===== src/design/otst_pkg.sv =====
// ----------------------------------------------------------------------------
// otst_pkg
// Shared types and constants for the one-shot timer slot table.
// ----------------------------------------------------------------------------
package otst_pkg;

  localparam int NOW_W       = 64;
  localparam int DELAY_W     = 32;
  localparam int HANDLE_W    = 8;
  localparam int SLOT_W      = 3;
  localparam int KIND_W      = 2;
  localparam int IN_DATA_W   = NOW_W + DELAY_W + HANDLE_W;
  localparam int OUT_DATA_W  = 16;
  localparam int MAX_RESULTS = 8;
  localparam int CNT_W       = $clog2(MAX_RESULTS + 1);

  localparam logic OP_ADD  = 1'b0;
  localparam logic OP_TICK = 1'b1;

  typedef enum logic [KIND_W-1:0] {
    KIND_ACCEPTED = 2'd0,
    KIND_REJECTED = 2'd1,
    KIND_FIRED    = 2'd2,
    KIND_NONE     = 2'd3
  } kind_t;

  typedef enum logic [1:0] {
    ST_IDLE,
    ST_ADD,
    ST_SCAN,
    ST_FINISH
  } state_t;

  typedef enum logic {
    ALU_ADD,
    ALU_CMP
  } alu_mode_t;

  // Commands from the sequencer to the slot store.
  typedef struct packed {
    logic alloc;   // claim the lowest free slot and write it
    logic retire;  // free the slot at the read index
  } store_cmd_t;

endpackage


===== src/design/otst_alu.sv =====
// ----------------------------------------------------------------------------
// otst_alu
// Shared 64-bit adder: forms wake times and compares wake times with now.
// ----------------------------------------------------------------------------
module otst_alu (
  input  otst_pkg::alu_mode_t           mode,
  input  logic [otst_pkg::NOW_W-1:0]    a,
  input  logic [otst_pkg::NOW_W-1:0]    b,
  output logic [otst_pkg::NOW_W-1:0]    sum,
  output logic                          carry
);

  logic [otst_pkg::NOW_W-1:0] b_op;
  logic                       cin;

  // In compare mode the adder works out a - b; a carry out means a >= b.
  always_comb begin
    unique case (mode)
      otst_pkg::ALU_ADD: begin
        b_op = b;
        cin  = 1'b0;
      end
      otst_pkg::ALU_CMP: begin
        b_op = ~b;
        cin  = 1'b1;
      end
      default: begin
        b_op = b;
        cin  = 1'b0;
      end
    endcase
  end

  assign {carry, sum} = {1'b0, a} + {1'b0, b_op} + {{otst_pkg::NOW_W{1'b0}}, cin};

endmodule


===== src/design/otst_store.sv =====
// ----------------------------------------------------------------------------
// otst_store
// Slot storage: occupancy flags, wake times and handles, with a lowest-free
// slot finder.
// ----------------------------------------------------------------------------
module otst_store #(
  parameter int SLOTS       = 8,
  parameter int HANDLE_BITS = 8,
  parameter int IDX_W       = (SLOTS > 1) ? $clog2(SLOTS) : 1
) (
  input  logic                          clk,
  input  logic                          rst,
  input  otst_pkg::store_cmd_t          cmd,
  input  logic [otst_pkg::NOW_W-1:0]    wr_wake,
  input  logic [HANDLE_BITS-1:0]        wr_handle,
  input  logic [IDX_W-1:0]              rd_idx,
  output logic                          rd_busy,
  output logic [otst_pkg::NOW_W-1:0]    rd_wake,
  output logic [HANDLE_BITS-1:0]        rd_handle,
  output logic                          free_found,
  output logic [IDX_W-1:0]              free_idx
);

  logic [SLOTS-1:0]             busy;
  logic [otst_pkg::NOW_W-1:0]   wake [SLOTS];
  logic [HANDLE_BITS-1:0]       hnd  [SLOTS];

  // Lowest free slot wins.
  always_comb begin
    free_found = 1'b0;
    free_idx   = '0;
    for (int i = SLOTS - 1; i >= 0; i--) begin
      if (!busy[i]) begin
        free_found = 1'b1;
        free_idx   = IDX_W'(i);
      end
    end
  end

  always_ff @(posedge clk) begin
    if (rst) begin
      busy <= '0;
    end else begin
      if (cmd.alloc && free_found) begin
        busy[free_idx] <= 1'b1;
      end
      if (cmd.retire) begin
        busy[rd_idx] <= 1'b0;
      end
    end
  end

  always_ff @(posedge clk) begin
    if (cmd.alloc && free_found) begin
      wake[free_idx] <= wr_wake;
      hnd[free_idx]  <= wr_handle;
    end
  end

  assign rd_busy   = busy[rd_idx];
  assign rd_wake   = wake[rd_idx];
  assign rd_handle = hnd[rd_idx];

endmodule


===== src/design/one_shot_timer_slot_table.sv =====
// ----------------------------------------------------------------------------
// one_shot_timer_slot_table
// A table of SLOTS one-shot timers. An add word (tuser 0) carries the current
// time, a delay and a handle; it claims the lowest free slot, stores the
// handle with a wake time of now plus delay (wrapping at 64 bits) and answers
// accepted with the slot number, or rejected when the table is full. A tick
// word (tuser 1) carries the current time; every busy slot whose wake time is
// at or below it fires in ascending slot order, at most eight per tick, each
// giving one fired word with slot and handle and freeing the slot. A tick that
// fires nothing gives a single none word. tlast marks the final result word
// of each input word. The block takes one input word at a time: an add is
// held in the ADD state until its result is loaded, and a tick in the SCAN
// and FINISH states, the scan ending at the last slot or early at the eighth
// firing. The single shared 64-bit adder compares one slot per cycle; a due
// slot waits while the held-back firing cannot go to the output register.
// Until the last result word is loaded into the output register, s_tready
// stays low.
// ----------------------------------------------------------------------------
module one_shot_timer_slot_table #(
  parameter int SLOTS       = 8,
  parameter int HANDLE_BITS = 8
) (
  input  logic                               clk,
  input  logic                               rst,
  // Input words.
  input  logic                               s_tvalid,
  output logic                               s_tready,
  input  logic [otst_pkg::IN_DATA_W-1:0]     s_tdata,  // now_time[63:0], delay[95:64],
                                                       // handle[103:96]
  input  logic                               s_tuser,  // op
  // Result words.
  output logic                               m_tvalid,
  input  logic                               m_tready,
  output logic [otst_pkg::OUT_DATA_W-1:0]    m_tdata,  // slot[2:0], fired_handle[10:3],
                                                       // zero padding above
  output logic [otst_pkg::KIND_W-1:0]        m_tuser,  // kind
  output logic                               m_tlast   // last
);

  localparam int IDX_W   = (SLOTS > 1) ? $clog2(SLOTS) : 1;
  localparam int SLOT_XW = (IDX_W > otst_pkg::SLOT_W) ? IDX_W : otst_pkg::SLOT_W;
  localparam int HND_XW  = (HANDLE_BITS > otst_pkg::HANDLE_W) ? HANDLE_BITS
                                                              : otst_pkg::HANDLE_W;

  // Sequencer state.
  otst_pkg::state_t                 state, state_next;
  logic [IDX_W-1:0]                 idx, idx_next;
  logic [otst_pkg::CNT_W-1:0]       cnt, cnt_next;

  // Latched input word.
  logic [otst_pkg::NOW_W-1:0]       cur_now;
  logic [otst_pkg::DELAY_W-1:0]     cur_delay;
  logic [otst_pkg::HANDLE_W-1:0]    cur_handle;

  // A fired slot is held back one step, since whether it is the last result
  // is known only once the next firing is found or the scan ends.
  logic                             pend_valid, pend_valid_next;
  logic [IDX_W-1:0]                 pend_slot, pend_slot_next;
  logic [otst_pkg::HANDLE_W-1:0]    pend_handle, pend_handle_next;

  // Result loading.
  logic                             out_free;
  logic                             emit;
  otst_pkg::kind_t                  emit_kind;
  logic [IDX_W-1:0]                 emit_slot;
  logic [otst_pkg::HANDLE_W-1:0]    emit_handle;
  logic                             emit_last;
  logic [SLOT_XW-1:0]               emit_slot_x;

  // Store and adder connections.
  otst_pkg::store_cmd_t             cmd;
  otst_pkg::alu_mode_t              alu_mode;
  logic [otst_pkg::NOW_W-1:0]       alu_b;
  logic [otst_pkg::NOW_W-1:0]       alu_sum;
  logic                             alu_carry;
  logic                             rd_busy;
  logic [otst_pkg::NOW_W-1:0]       rd_wake;
  logic [HANDLE_BITS-1:0]           rd_handle;
  logic                             free_found;
  logic [IDX_W-1:0]                 free_idx;
  logic [HND_XW-1:0]                in_handle_x;
  logic [HND_XW-1:0]                rd_handle_x;
  logic [HANDLE_BITS-1:0]           wr_handle;
  logic [otst_pkg::HANDLE_W-1:0]    rd_handle8;
  logic                             due;
  logic                             take;

  // Handles are stored at HANDLE_BITS and shown at the port width.
  assign in_handle_x = HND_XW'(cur_handle);
  assign wr_handle   = in_handle_x[HANDLE_BITS-1:0];
  assign rd_handle_x = HND_XW'(rd_handle);
  assign rd_handle8  = rd_handle_x[otst_pkg::HANDLE_W-1:0];

  // The adder forms now + delay for an add, and now - wake during a scan.
  assign alu_mode = (state == otst_pkg::ST_ADD) ? otst_pkg::ALU_ADD : otst_pkg::ALU_CMP;
  assign alu_b    = (state == otst_pkg::ST_ADD) ? otst_pkg::NOW_W'(cur_delay) : rd_wake;

  otst_alu u_alu (
    .mode  (alu_mode),
    .a     (cur_now),
    .b     (alu_b),
    .sum   (alu_sum),
    .carry (alu_carry)
  );

  otst_store #(
    .SLOTS       (SLOTS),
    .HANDLE_BITS (HANDLE_BITS),
    .IDX_W       (IDX_W)
  ) u_store (
    .clk        (clk),
    .rst        (rst),
    .cmd        (cmd),
    .wr_wake    (alu_sum),
    .wr_handle  (wr_handle),
    .rd_idx     (idx),
    .rd_busy    (rd_busy),
    .rd_wake    (rd_wake),
    .rd_handle  (rd_handle),
    .free_found (free_found),
    .free_idx   (free_idx)
  );

  assign s_tready = (state == otst_pkg::ST_IDLE);
  assign out_free = !m_tvalid || m_tready;

  // A carry out of now - wake means the wake time is at or below now.
  assign due = rd_busy && alu_carry;

  always_ff @(posedge clk) begin
    if (rst) begin
      state      <= otst_pkg::ST_IDLE;
      idx        <= '0;
      cnt        <= '0;
      pend_valid <= 1'b0;
    end else begin
      state      <= state_next;
      idx        <= idx_next;
      cnt        <= cnt_next;
      pend_valid <= pend_valid_next;
    end
  end

  always_ff @(posedge clk) begin
    pend_slot   <= pend_slot_next;
    pend_handle <= pend_handle_next;
    if (s_tvalid && s_tready) begin
      cur_now    <= s_tdata[otst_pkg::NOW_W-1:0];
      cur_delay  <= s_tdata[otst_pkg::NOW_W +: otst_pkg::DELAY_W];
      cur_handle <= s_tdata[otst_pkg::NOW_W + otst_pkg::DELAY_W +: otst_pkg::HANDLE_W];
    end
  end

  always_comb begin
    state_next       = state;
    idx_next         = idx;
    cnt_next         = cnt;
    pend_valid_next  = pend_valid;
    pend_slot_next   = pend_slot;
    pend_handle_next = pend_handle;
    emit             = 1'b0;
    emit_kind        = otst_pkg::KIND_NONE;
    emit_slot        = '0;
    emit_handle      = '0;
    emit_last        = 1'b0;
    cmd              = '0;
    take             = 1'b0;

    unique case (state)
      otst_pkg::ST_IDLE: begin
        if (s_tvalid) begin
          state_next      = (s_tuser == otst_pkg::OP_TICK) ? otst_pkg::ST_SCAN
                                                           : otst_pkg::ST_ADD;
          idx_next        = '0;
          cnt_next        = '0;
          pend_valid_next = 1'b0;
        end
      end

      otst_pkg::ST_ADD: begin
        if (out_free) begin
          emit       = 1'b1;
          emit_last  = 1'b1;
          if (free_found) begin
            emit_kind = otst_pkg::KIND_ACCEPTED;
            emit_slot = free_idx;
            cmd.alloc = 1'b1;
          end else begin
            emit_kind = otst_pkg::KIND_REJECTED;
          end
          state_next = otst_pkg::ST_IDLE;
        end
      end

      otst_pkg::ST_SCAN: begin
        // A due slot is taken once the held-back firing can be sent on.
        take = due && (!pend_valid || out_free);
        if (take) begin
          if (pend_valid) begin
            emit        = 1'b1;
            emit_kind   = otst_pkg::KIND_FIRED;
            emit_slot   = pend_slot;
            emit_handle = pend_handle;
          end
          cmd.retire       = 1'b1;
          pend_valid_next  = 1'b1;
          pend_slot_next   = idx;
          pend_handle_next = rd_handle8;
          cnt_next         = cnt + otst_pkg::CNT_W'(1);
        end
        if (!due || take) begin
          if ((idx == IDX_W'(SLOTS - 1)) ||
              (take && (cnt == otst_pkg::CNT_W'(otst_pkg::MAX_RESULTS - 1)))) begin
            state_next = otst_pkg::ST_FINISH;
          end else begin
            idx_next = idx + IDX_W'(1);
          end
        end
      end

      otst_pkg::ST_FINISH: begin
        if (out_free) begin
          emit      = 1'b1;
          emit_last = 1'b1;
          if (pend_valid) begin
            emit_kind   = otst_pkg::KIND_FIRED;
            emit_slot   = pend_slot;
            emit_handle = pend_handle;
          end
          pend_valid_next = 1'b0;
          state_next      = otst_pkg::ST_IDLE;
        end
      end

      default: begin
        state_next = otst_pkg::ST_IDLE;
      end
    endcase
  end

  assign emit_slot_x = SLOT_XW'(emit_slot);

  // Output register: loaded only when empty or being drained this cycle.
  always_ff @(posedge clk) begin
    if (rst) begin
      m_tvalid <= 1'b0;
    end else if (emit) begin
      m_tvalid <= 1'b1;
    end else if (m_tready) begin
      m_tvalid <= 1'b0;
    end
  end

  always_ff @(posedge clk) begin
    if (emit) begin
      m_tdata <= otst_pkg::OUT_DATA_W'({emit_handle, emit_slot_x[otst_pkg::SLOT_W-1:0]});
      m_tuser <= emit_kind;
      m_tlast <= emit_last;
    end
  end

  // A result is never loaded over one that has not been taken.
  a_no_overwrite: assert property (@(posedge clk) disable iff (rst)
    emit |-> out_free)
    else $error("result loaded while the output register was still full");

  // No tick fires more than the permitted number of slots.
  a_fire_limit: assert property (@(posedge clk) disable iff (rst)
    cnt <= otst_pkg::CNT_W'(otst_pkg::MAX_RESULTS))
    else $error("tick fired too many slots");

  // Once a word is taken, the block works on it before taking another.
  a_one_at_a_time: assert property (@(posedge clk) disable iff (rst)
    (s_tvalid && s_tready) |=> !s_tready)
    else $error("input taken while a previous word was still in work");

  // The scan never frees a slot that is not due.
  a_retire_due: assert property (@(posedge clk) disable iff (rst)
    cmd.retire |-> (state == otst_pkg::ST_SCAN) && due)
    else $error("slot freed without being due");

endmodule


===== config.mk =====
export PLATFORM = sky130hd
export DESIGN_NAME = one_shot_timer_slot_table
export DESIGN_NICKNAME = d
export VERILOG_FILES = /design/src/design/otst_pkg.sv /design/src/design/otst_alu.sv /design/src/design/otst_store.sv /design/src/design/one_shot_timer_slot_table.sv
export SDC_FILE = /design/constraint.sdc
export NUM_CORES = 1
export LEC_CHECK = 0
export ABC_AREA = 1
export BUFFER_PORTS_ARGS = -buffer_cell sky130_fd_sc_hd__buf_2
export CORE_UTILIZATION = 50
export DETAILED_ROUTE_END_ITERATION = 8
export GPL_TIMING_DRIVEN = 0
export PLACE_DENSITY = 0.67
export SLEW_MARGIN = 20
export SYNTH_ARGS = -nofsm -noshare
export SYNTH_HDL_FRONTEND = slang
export SYNTH_SLANG_ARGS = --single-unit

===== constraint.sdc =====
create_clock -name clk -period 7.3 [get_ports clk]
set_input_delay 0.365 -clock clk [delete_from_list [all_inputs] [get_ports clk]]
set_output_delay 0.365 -clock clk [all_outputs]
set_load 0.005 [all_outputs]

==> out/metrics.json <==
{
  "pin_count_of_the_biggest_net_entering_global_routing": {"value": 62},
  "number_of_cells_traversed_by_the_worst_hold_path": {"value": 4},
  "post_cts.resized_instances": {"value": 0},
  "critPathMostFrequentCell": {"value": "nand2_1"},
  "synth_seq_area_share": {"value": 67.6, "unit": "%"},
  "rsz_0062_raised_after_global_routing": {"value": "false"},
  "clock_pin_transition_on_the_worst_setup_and_hold_timing_paths": {"value": 60, "unit": "ps"},
  "post_synth_inst_count": {"value": 2743},
  "critical_path.max_stage_delay": {"value": 710, "unit": "ps"},
  "tritoncts_buffer_count": {"value": 75},
  "hold_start": {"value": "s_tuser"},
  "min-delay-path-class": {"value": "in2reg"},
  "max_cap_viol_count": {"value": 0},
  "netlist_top_cells_count": {"value": "edfxtp_1 (705), nand2_1 (397), nor2_1 (285)"},
  "drive_above_1_share": {"value": 11.1, "unit": "%"},
  "layout-area-overhead-vs-synth": {"value": 18.9, "unit": "%"},
  "worst_skew_pair.late_latency": {"value": 640, "unit": "ps"},
  "critPathArrivalTime": {"value": 6710, "unit": "ps"},
  "crit_path_top_delay_cell": {"value": "xnor2_1"},
  "root_buffer": {"value": "clkbuf_16"},
  "path_delay_family": {"value": "buffers and inverters"},
  "setup_viol": {"value": 0},
  "grt_antenna_before_repair": {"value": 1},
  "worst-slew-pin-transition": {"value": 1200, "unit": "ps"},
  "cp-start-kind": {"value": "flip-flop"},
  "port-buffer-count": {"value": 124},
  "drt-pass1-iter-count": {"value": 6},
  "async_reset_ff_share": {"value": 0, "unit": "%"},
  "avg_inst_size_synth": {"value": 11.7, "unit": "sq um"},
  "die_y": {"value": 255, "unit": "um"},
  "slew-limit-headroom": {"value": 19.8, "unit": "%"},
  "pin_count": {"value": 130},
  "final_period_minus_worst_setup_slack": {"value": 6390, "unit": "ps"},
  "r2r-end": {"value": "u_store.wake[7][44]"},
  "ir_drop_worst_vdd": {"value": 0.000257, "unit": "V"},
  "synthDominantCellAreaShare": {"value": 66.2, "unit": "%"},
  "cts.sinks": {"value": 727},
  "finClkSkew": {"value": 37.8, "unit": "ps"},
  "post-synth-top-count-cell": {"value": "edfxtp_1"},
  "grt_pass1_vias": {"value": 23300},
  "number_of_distinct_library_cell_variants_in_the_gate_level_netlist_after_synthesis": {"value": 55},
  "routed_via_density": {"value": 5.91},
  "antenna_cells_inserted": {"value": 0},
  "depth_of_the_cts_h_tree": {"value": 3},
  "layout.nets": {"value": 3267},
  "routed_wire_length_per_instance": {"value": 24.1, "unit": "um"},
  "post_synth_main_area_contributors": {"value": "edfxtp_1 (66%), nand2_1 (4.7%), o21ai_0 (3.9%), a21oi_1 (3.6%), nor2_1 (3.3%)"},
  "slew_viol_final": {"value": 0},
  "timing.hold.worst_endpoint": {"value": "state[0]"},
  "clk_path_buf_depth": {"value": 3},
  "floorplan.die_area": {"value": 64900, "unit": "sq um"},
  "post_layout_nonfiller_instances": {"value": 3998},
  "worstSetupPathType": {"value": "reg2reg"},
  "timing.final.hold_violations": {"value": 0},
  "grt_use_total": {"value": 29.8, "unit": "%"},
  "postSynthRegisterBits": {"value": 727},
  "worst_setup_path_end_kind": {"value": "flip-flop"},
  "timing.reg2reg.worst_path_depth": {"value": 22},
  "synth.largest_area_cell": {"value": "edfxtp_1"},
  "routed_wl": {"value": 96200, "unit": "um"},
  "die_width": {"value": 255, "unit": "um"},
  "clock.fmax": {"value": 156, "unit": "MHz"},
  "initialDrtViolationCount": {"value": 2876},
  "static-leakage-power": {"value": 13.8, "unit": "nW"},
  "route.vias.total": {"value": 23600},
  "grt_first_pass_wirelength": {"value": 141000, "unit": "um"},
  "peak_fanout_along_the_critical_path": {"value": 10},
  "reg2reg_slack": {"value": 910, "unit": "ps"},
  "hpwl": {"value": 67000, "unit": "um"},
  "core_region_area": {"value": 63100, "unit": "sq um"},
  "drc_errors": {"value": 0},
  "count_of_flip_flops_with_a_built_in_enable_after_synthesis": {"value": 705},
  "std_cell_rows": {"value": 92},
  "power.density_cell_area": {"value": 409, "unit": "nW/um^2"},
  "place.gp.congestion": {"value": 0.952},
  "initial_util": {"value": 50.7, "unit": "%"},
  "cell_area_after_synthesis": {"value": 32000, "unit": "sq um"},
  "synth_warnings": {"value": 0},
  "cp.buffers_inverters": {"value": 6},
  "run_status": {"value": "finished clean"},
  "required": {"value": 7620, "unit": "ps"},
  "post-place-cells": {"value": 3755},
  "cts_tree": {"value": "done"},
  "postRouteAntennaNets": {"value": 0},
  "finalPower": {"value": 15.6, "unit": "mW"},
  "final.period_utilization": {"value": 87.6, "unit": "%"},
  "gr-total-overflow": {"value": 0},
  "synth-main-ff-cell": {"value": "edfxtp_1"},
  "critical_path.cell_chain": {"value": "buf_2, buf_2, clkbuf_1, clkbuf_1, nor2_1, o221ai_1, nand3_1, o21ai_0, inv_1, ha_1, inv_1, o21ai_1, nand3_1, nand2_2, nand2_1, nand2_2, nand2_1, nand2_1, a21oi_1, o21ai_0, a21oi_1, xnor2_1"}
}
## how the worst max path moves through the flow
| stage | from | to | slack, ps | cells past startpoint |
|---|---|---|---|---|
| 4_1_cts | flip-flop | u_store.wake[0][44] | 1100 | 22 |
| 2_1_floorplan | state[0] | u_store.busy[6] | 800 | 8 |
| 3_3_place_gp | state[0] | u_store.busy[6] | -4830 | 8 |
| 6_report | flip-flop | u_store.wake[7][44] | 910 | 22 |
| 3_5_place_dp | flip-flop | u_store.wake[7][44] | 1160 | 22 |
| 5_1_grt | flip-flop | u_store.wake[3][44] | 770 | 22 |
## kinds of logic (layout without fill, tap and decap cells)
| group | after synthesis | count (layout) | share of synthesized area, % |
|---|---|---|---|
| buffers and inverters | 349 | 754 | 4.24 |
| DFF | 727 | 727 | 67.6 |
| and+or+nand+nor | 852 | 852 | 11.0 |
| other | 1 | 5 | 0.0117 |
| xor gates and xnor gates | 53 | 53 | 1.45 |
| AOI/OAI and AO/OA | 694 | 694 | 13.0 |
| adders and majority gates | 67 | 67 | 2.65 |
## sequential cells by signal, summed over array words and instances (netlist names), named ones only
register      cells
state             2
cnt               4
pend_valid        1
cur_now          64
m_tvalid          1
m_tdata          11
idx               3
cur_delay        32
m_tlast           1
m_tuser           2
pend_slot         3
u_store.hnd      64
pend_handle       8
u_store.wake    512
cur_handle        8
u_store.busy      8
## timing repair
action,CTS,global route
endpoints found under the hold margin,106,0
hold buffers,105,0
setup buffers,0,0
endpoints found under the setup margin,0,0
## layer usage
layer / track usage [%] / part of all wire, % / up-vias
met5: 0 / 0 / -
met4: 9.12 / 2.6 / 0
met3: 5.13 / 8.8 / 171
met2: 48.2 / 47 / 1218
met1: 41.2 / 41 / 11600
li1: - / - / 10700
## worst reg2reg max path: stages (launching register included)
cell and delay, ps:
dfxtp_1 300, buf_2 330, buf_2 370, clkbuf_1 650
clkbuf_1 690, nor2_1 120, o221ai_1 220, nand3_1 110
o21ai_0 110, inv_1 140, ha_1 400, inv_1 60
o21ai_1 140, nand3_1 110, nand2_2 130, nand2_1 80
nand2_2 130, nand2_1 60, nand2_1 100, a21oi_1 160
o21ai_0 640, a21oi_1 310, xnor2_1 710
## through the flow
step | hold slack (ps) | setup TNS [ps] | utilization, % | area [sq um] | setup WS, ps
final | 39.4 | 0 | 60.2 | 38000 | 908
after global routing | 48.1 | 0 | 60.2 | 38000 | 772
after CTS | 1.04 | 0 | 60.2 | 38000 | 1100
after detailed placement | 473 | 0 | 54.6 | 34400 | 1160
after global placement | 463 | -823380 | 53.3 | 33700 | -4830
after floorplan | 431 | 0 | - | 32000 | 804
## layout make-up
cell class / count / area [sq um]
buffer: 118 / 489
clock buffer: 94 / 2030
clock inverter: 44 / 495
fill: 5036 / 25100
inverter: 231 / 872
multi-input combinational: 1671 / 9060
sequential: 727 / 21600
tap: 846 / 1060
timing repair buffer: 267 / 2380
## where the power goes
group | internal (mW) | total, mW | switching (mW)
Clock | 2.28 | 3.91 | 1.63
Sequential | 6.11 | 6.21 | 0.105
Combinational | 1.36 | 5.44 | 4.08
Total | 9.75 | 15.6 | 5.81
## placed cells by master (no fill, tap or decap), types with 11 or more instances in the layout
master,Yosys,final
nand2_1,397,397
a311oi_1,33,33
clkinv_2,0,11
clkbuf_16,0,78
nor3_1,13,12
nand3_1,112,112
buf_12,0,17
clkbuf_1,99,113
buf_2,7,131
inv_1,213,212
a21oi_1,230,230
buf_4,6,14
nor2_1,285,278
xnor2_1,15,15
edfxtp_1,705,705
o21ai_0,247,247
a221oi_1,40,40
ha_1,66,66
dlygate4sd3_1,0,105
o221ai_1,54,54
inv_2,16,16
nand4_1,11,11
clkinv_1,2,11
xor2_1,38,38
nand2_2,11,11
dfxtp_1,22,22
No activity file was read; power rests on OpenSTA's default activity.
